`src/mtf_pkg.sv`:
```
// package for the move-to-front focus list
// holds sizes, command codes and the command struct shared by the cell row
// no dependencies
package mtf_pkg;

    localparam int DEPTH = 16;
    localparam int ID_W  = 16;
    localparam int CNT_W = $clog2(DEPTH + 1);

    typedef enum logic [1:0] {
        ACT_OPEN   = 2'd0,
        ACT_SWITCH = 2'd1,
        ACT_CLOSE  = 2'd2,
        ACT_NOP    = 2'd3
    } action_t;

    // per-transaction command broadcast to every cell
    typedef struct packed {
        logic            do_open;
        logic            do_switch;
        logic            do_close;
        logic [ID_W-1:0] id;
    } cmd_t;

endpackage

```
`src/mtf_cell.sv`:
```
// one slot of the move-to-front list
// holds one id, compares it with the command id and shifts toward either neighbor
// depends on mtf_pkg
module mtf_cell
(
    input  logic                     clk,
    input  mtf_pkg::cmd_t            cmd,
    input  logic                     valid,
    input  logic                     found,
    input  logic                     hit_in,
    input  logic [mtf_pkg::ID_W-1:0] left_entry,
    input  logic [mtf_pkg::ID_W-1:0] right_entry,
    output logic                     hit_out,
    output logic [mtf_pkg::ID_W-1:0] entry
);

    logic [mtf_pkg::ID_W-1:0] entry_reg;
    logic [mtf_pkg::ID_W-1:0] entry_next;

    // first-match chain: hit_in means an earlier slot already matched
    assign hit_out = hit_in | (valid & (entry_reg == cmd.id));
    assign entry   = entry_reg;

    always_comb
    begin
        entry_next = entry_reg;
        if (cmd.do_open || (cmd.do_switch && found && !hit_in))
        begin
            entry_next = left_entry;
        end
        else if (cmd.do_close && found && hit_out)
        begin
            entry_next = right_entry;
        end
    end

    always_ff @(posedge clk)
    begin
        entry_reg <= entry_next;
    end

endmodule

```
`src/move_to_front_focus_list_unit.sv`:
```
// top level of the move-to-front focus list
// a row of mtf_cell slots plus the entry count and the output register
// depends on mtf_pkg and mtf_cell
//
// usage:
//   input channel  in_valid / in_ready carries action and target_id
//   output channel out_valid / out_ready carries focused_id, list_empty,
//   target_found and open_dropped, one result per command
//   open pushes an id on the front (dropped and flagged when full), switch
//   moves the first match to the front, close removes the first match
//   every slot compares against the id at once and shifts toward its
//   neighbor in the same cycle, so every command is applied by all slots at once
//   result: registered, valid the cycle after the input transaction
//   throughput: one command per cycle while the receiver keeps up; the
//   single output register sets this figure
//   receiver stall: the result is held and in_ready drops until it is taken
//   reset: list is empty, no result pending; slot contents stay unknown and
//   are never read until written
module move_to_front_focus_list_unit
(
    input  logic                     clk,
    input  logic                     rst_n,
    input  logic                     in_valid,
    output logic                     in_ready,
    input  logic [1:0]               action,
    input  logic [mtf_pkg::ID_W-1:0] target_id,
    output logic                     out_valid,
    input  logic                     out_ready,
    output logic [mtf_pkg::ID_W-1:0] focused_id,
    output logic                     list_empty,
    output logic                     target_found,
    output logic                     open_dropped
);

    localparam int DEPTH = mtf_pkg::DEPTH;
    localparam int ID_W  = mtf_pkg::ID_W;
    localparam int CNT_W = mtf_pkg::CNT_W;

    logic [CNT_W-1:0]     count_reg;
    logic [CNT_W-1:0]     count_next;
    logic                 out_valid_reg;
    logic                 out_valid_next;
    logic [ID_W-1:0]      focused_reg;
    logic                 empty_reg;
    logic                 found_reg;
    logic                 dropped_reg;

    logic                 accept;
    logic                 full;
    mtf_pkg::action_t     act;
    mtf_pkg::cmd_t        cmd;
    logic                 found;
    logic                 res_found;
    logic                 res_dropped;

    // per-slot wiring of the cell row
    logic [ID_W-1:0]      entries   [DEPTH];
    logic [DEPTH:0]       hit_chain;

    assign in_ready = !out_valid_reg || out_ready;
    assign accept   = in_valid && in_ready;
    assign full     = (count_reg == CNT_W'(DEPTH));
    assign act      = mtf_pkg::action_t'(action);

    // commands are gated by the transaction, so cells hold when idle
    always_comb
    begin
        cmd.do_open   = 1'b0;
        cmd.do_switch = 1'b0;
        cmd.do_close  = 1'b0;
        cmd.id        = target_id;
        res_dropped   = 1'b0;
        case (act)
            mtf_pkg::ACT_OPEN:
            begin
                cmd.do_open = accept && !full;
                res_dropped = full;
            end
            mtf_pkg::ACT_SWITCH: cmd.do_switch = accept;
            mtf_pkg::ACT_CLOSE:  cmd.do_close  = accept;
            default:             cmd.do_open   = 1'b0;
        endcase
    end

    // first-match chain runs from the front slot to the back
    assign hit_chain[0] = 1'b0;
    assign found        = hit_chain[DEPTH];

    genvar i;
    generate
        for (i = 0; i < DEPTH; i++)
        begin : g_cell
            localparam logic [CNT_W-1:0] CELL_IDX = CNT_W'(i);
            logic [ID_W-1:0] left_e;
            logic [ID_W-1:0] right_e;

            // front slot takes the new id, others take the slot ahead
            if (i == 0)
            begin : g_front
                assign left_e = target_id;
            end
            else
            begin : g_inner
                assign left_e = entries[i-1];
            end

            // back slot refills with don't-care data on close
            if (i == DEPTH - 1)
            begin : g_back
                assign right_e = entries[i];
            end
            else
            begin : g_mid
                assign right_e = entries[i+1];
            end

            mtf_cell u_cell
            (
                .clk         (clk),
                .cmd         (cmd),
                .valid       (CELL_IDX < count_reg),
                .found       (found),
                .hit_in      (hit_chain[i]),
                .left_entry  (left_e),
                .right_entry (right_e),
                .hit_out     (hit_chain[i+1]),
                .entry       (entries[i])
            );
        end
    endgenerate

    // entry count follows opens and successful closes
    always_comb
    begin
        count_next = count_reg;
        if (cmd.do_open)
        begin
            count_next = count_reg + CNT_W'(1);
        end
        else if (cmd.do_close && found)
        begin
            count_next = count_reg - CNT_W'(1);
        end
    end

    assign res_found = cmd.do_open || ((cmd.do_switch || cmd.do_close) && found);

    // output register: hold while the receiver stalls
    always_comb
    begin
        out_valid_next = out_valid_reg;
        if (accept)
        begin
            out_valid_next = 1'b1;
        end
        else if (out_ready)
        begin
            out_valid_next = 1'b0;
        end
    end

    always_ff @(posedge clk or negedge rst_n)
    begin
        if (!rst_n)
        begin
            count_reg     <= '0;
            out_valid_reg <= 1'b0;
        end
        else
        begin
            count_reg     <= count_next;
            out_valid_reg <= out_valid_next;
        end
    end

    // front id after the command mirrors the front slot's next value
    always_ff @(posedge clk)
    begin
        if (accept)
        begin
            if (cmd.do_open || (cmd.do_switch && found))
            begin
                focused_reg <= target_id;
            end
            else if (cmd.do_close && found && hit_chain[1])
            begin
                focused_reg <= entries[(DEPTH > 1) ? 1 : 0];
            end
            else
            begin
                focused_reg <= entries[0];
            end
            empty_reg   <= (count_next == '0);
            found_reg   <= res_found;
            dropped_reg <= res_dropped;
        end
    end

    assign out_valid    = out_valid_reg;
    assign focused_id   = empty_reg ? '0 : focused_reg;
    assign list_empty   = empty_reg;
    assign target_found = found_reg;
    assign open_dropped = dropped_reg;

endmodule
```
`config.mk`:
```
export PLATFORM = sky130hd
export DESIGN_NAME = move_to_front_focus_list_unit
export DESIGN_NICKNAME = d
export VERILOG_FILES = /design/src/mtf_pkg.sv /design/src/mtf_cell.sv /design/src/move_to_front_focus_list_unit.sv
export SDC_FILE = /design/constraint.sdc
export NUM_CORES = 1
export LEC_CHECK = 0
export ABC_AREA = 1
export BUFFER_PORTS_ARGS = -buffer_cell sky130_fd_sc_hd__clkbuf_2
export CORE_UTILIZATION = 40
export CTS_CLUSTER_SIZE = 10
export DETAILED_ROUTE_END_ITERATION = 7
export GPL_TIMING_DRIVEN = 0
export PLACE_DENSITY_LB_ADDON = 0.08
export SLEW_MARGIN = 0
export SYNTH_ARGS = -nofsm -noshare
export SYNTH_HDL_FRONTEND = slang
export SYNTH_SLANG_ARGS = --single-unit
```
`constraint.sdc`:
```
create_clock -name clk -period 7.9 [get_ports clk]
set_clock_uncertainty 0.05 [all_clocks]
set_input_delay 0.395 -clock clk [delete_from_list [all_inputs] [get_ports clk]]
set_output_delay 0.395 -clock clk [all_outputs]
set_load 0.005 [all_outputs]
```
==> results.txt <==
The number of antenna-violating nets in the routed design came out at 0. The synthesized cell area is 17300 um2. The H-tree depth reported by CTS came out at 2. The number of failing hold endpoints at the final stage is 0. The final route contains between 15000 and 20000 vias. The hold-critical path depth came out at 3. The worst-case reg-to-reg path depth is 18. 0 antenna diodes ended up in the layout. The initial utilization of the core area, before any placement, comes to about two fifths. The clock latency on the worst-skew pair is ~0.57 ns. For this block, the initial DRC count from the detailed router was 1693.

The height of the die came out at around 210 um. A synthesized cell averages 7.99 um2. The via count of the first global-routing pass is 15200. The most frequently used flop master after synthesis is sky130_fd_sc_hd__edfxtp_1.

The initial antenna violation count is 1. Of the post-synthesis cell area, the dominant cell type holds 45.0%. The number of port buffers is 29. The cell leakage power came out at 8.29 nW. The worst-path maximum fanout came out at 11. The total number of yosys warnings is 0.

The synthesized net count came out at approximately 2200. Sorting the synthesized cells by how often they occur yields sky130_fd_sc_hd__nand2_1, sky130_fd_sc_hd__inv_1, sky130_fd_sc_hd__edfxtp_1. Yosys instantiated no cell more often than sky130_fd_sc_hd__nand2_1. The routed length per placed instance is roughly 25 um. The layout-stage area growth over the synthesis result is 12.1%.

The peak supply drop is about 130 uV. The setup path with the least slack is of type flip-flop to flip-flop. In this run the power density over the cells is 221 nW/um2. The placement row count is 75. The final total negative setup slack is 0 ns.

The die width came out at approximately 210 um. The pin slew with the least headroom to its limit came out at about 1.1 ns. After detailed routing, the total wire length is approximately 71000 um. The worst slew margin relative to its limit is a little under a quarter.

The critical path goes through buf_6 > nor2_4 > nand2_2 > clkinv_2 > nand2_2 > inv_1 > nor2_1 > nand3_1 > nand4_1 > nor2_1 > nand4_1 > nor2_2 > nand4_2 > nor2_4 > nand4_4 > nand2_1 > o21ai_1 > buf_4. The run finished with clean final reports. The register with the most flip-flops in the layout has around 260 of them.

TritonCTS built the clock tree. The shortest clock period the worst path allows after layout is just under 5 ns. Synthesis produced between 2000 and 2500 cells. Buffers inserted during clock tree synthesis total 37. Of all cell types, the one taking the most synthesized area is sky130_fd_sc_hd__edfxtp_1.

The final count of pins violating max slew was 0. The sort of element at the end of the critical path is a flip-flop. The tree built by TritonCTS fans out to roughly 280 sinks. Setup violations remaining at the end of the flow were counted as 0.

For this design, the slowest cell found on the critical path is sky130_fd_sc_hd__nand2_1. The filler cells instantiated in the layout total 4256. The number of remaining DRC errors came out at 0. The final net count came out at about 2300. The number of top-level design ports came out at between 40 and 50. The arrival time of data at the critical path endpoint came out at between 5 and 6 ns. Setup repair after global routing left no endpoint under its margin. The type of origin of the critical path is a flip-flop. After floorplanning, the core was sized to cover about 42000 um2. The fmax came out at 0.206 GHz. The clock slew seen by the registers of the worst setup and hold paths is 0.06 ns.

Entering global routing, the biggest net connects 21 pins. The portion of the clock cycle consumed by the worst path in the final layout came out at between 60 and 70%. The post-synthesis sequential element count came out at between 200 and 300. Global routing used 32.5% of the available tracks across all layers. The required time reported for the critical path endpoint came out at a little over 8 ns. The number of distinct library cells after synthesis is between 50 and 60. The number of synthesized flops with an enable pin is 259. The die area is 44000 um2.

The deepest clock path buffer count came out at 3. After synthesis, flip-flops and latches occupy roughly 48% of the total area. After legalization and detailed placement, the total HPWL measured approximately 54000 um. The final weighted congestion of routability-driven global placement is a little under 1. In the synthesized netlist the async set-or-reset flop fraction comes to between 2 and 2.5%. The first global-routing pass estimated 103000 um of wire.

The setup slack at placement is 3.00 ns. The length of the first detailed-routing pass in iterations is 6. The setup slack after layout is 3.05 ns.

The path class of the tightest hold or removal check is input pin to flip-flop. The register-to-register path setup slack came out at 3.05 ns. The tightest hold path in the finished design has a slack of about 0.065 ns. Cells with a size suffix above 1 make up about a tenth of the layout. The total grt overflow is 0. In this design, the stage delay of the slowest critical-path cell is roughly 0.65 ns.

The number of max-cap violations is 0. Ranked by total cell area, the synthesized netlist is headed by sky130_fd_sc_hd__edfxtp_1, sky130_fd_sc_hd__nand2_1, sky130_fd_sc_hd__inv_1. In this run the clock root is driven by a sky130_fd_sc_hd__clkbuf_16. In the routed layout, each cell is associated on average with a via count of 5.63.
[routing by layer]
metal  global-route usage, %  share of wire, %
met1                    42.9                42
met2                    51.9                46
met3                    7.48               8.2
met4                    12.0               3.8
met5                       0                 0
[report_power, final]
group	switching (mW)	total, mW	leakage [nW]	internal [mW]
clock network	0.675	1.66	0.560	0.981
logic	0.560	0.789	5.14	0.229
registers	0.0826	1.84	2.58	1.76
total	1.32	4.29	8.29	2.97
[logic make-up (layout without fill, tap and decap cells)]
logic type | count (synthesis) | after routing | share of synthesized area, %
xor+xnor | 122 | 122 | 6.19
fa+ha+maj | 4 | 4 | 0.290
simple gates | 1048 | 1048 | 26.6
buf+inv | 373 | 474 | 9.14
flops | 281 | 281 | 47.8
compound gates | 334 | 334 | 10.1
[area by class of cell]
cell class,instances,area [um2],share of cell area (%)
Buffer,85,490,2.53
Inverter,288,1090,5.62
Clock buffer,51,1040,5.38
Multi-Input combinational cell,1508,7470,38.6
Timing Repair Buffer,37,238,1.23
Tap cell,539,674,3.48
Sequential cell,281,8250,42.6
Clock inverter,13,109,0.562
[critical path, delay by kind of cell, from the launching register on]
family / cells / cell delay, ns
simple gates: 13 / 3.13
buf+inv: 4 / 0.67
flops: 1 / 0.37
compound gates: 1 / 0.35
[worst paths after layout]
| check | start | end |
|---|---|---|
| worst max-delay path | count_reg[4] | g_cell[11].u_cell.entry[12] |
| worst min-delay path | in_valid | out_valid |
| worst max register to register | count_reg[4] | g_cell[11].u_cell.entry[12] |
| worst min register to register | g_cell[14].u_cell.entry[14] | g_cell[15].u_cell.entry[14] |
| max in group asynchronous | rst_n | count_reg[0] |
| min in group asynchronous | rst_n | count_reg[4] |
[timing repair]
item	in CTS	in global routing
buffers inserted	0	0
resized for setup	0	0
hold endpoints to repair	6	0
hold buffers	1	0
[through the flow]
step	power (mW)	instance area [um2]	util, %	cells
after floorplan	2.35	17300	-	2162
final	4.29	19400	45.9	2802
after CTS	4.29	19400	45.9	2802
after global placement	2.64	18100	42.8	2730
after global routing	4.44	19400	45.9	2802
after detailed placement	2.65	18200	43.1	2737
[placed cells by master (no fill, tap or decap), types with 16 or more instances in the layout]
| cell | n |
|---|---|
| sky130_fd_sc_hd__clkbuf_1 | 17 |
| sky130_fd_sc_hd__inv_2 | 16 |
| sky130_fd_sc_hd__nand2_1 | 608 |
| sky130_fd_sc_hd__nor4_1 | 36 |
| sky130_fd_sc_hd__clkbuf_16 | 39 |
| sky130_fd_sc_hd__nor2_1 | 188 |
| sky130_fd_sc_hd__xor2_1 | 86 |
| sky130_fd_sc_hd__xnor2_1 | 36 |
| sky130_fd_sc_hd__nor3_1 | 42 |
| sky130_fd_sc_hd__dfxtp_1 | 16 |
| sky130_fd_sc_hd__nand3_1 | 47 |
| sky130_fd_sc_hd__clkbuf_2 | 30 |
| sky130_fd_sc_hd__a21oi_1 | 23 |
| sky130_fd_sc_hd__nand4_1 | 62 |
| sky130_fd_sc_hd__o21ai_1 | 147 |
| sky130_fd_sc_hd__inv_1 | 266 |
| sky130_fd_sc_hd__o21ai_0 | 137 |
| sky130_fd_sc_hd__edfxtp_1 | 259 |
| sky130_fd_sc_hd__buf_4 | 23 |
| sky130_fd_sc_hd__buf_2 | 52 |
Note: power is estimated with default switching activity, not from simulation.
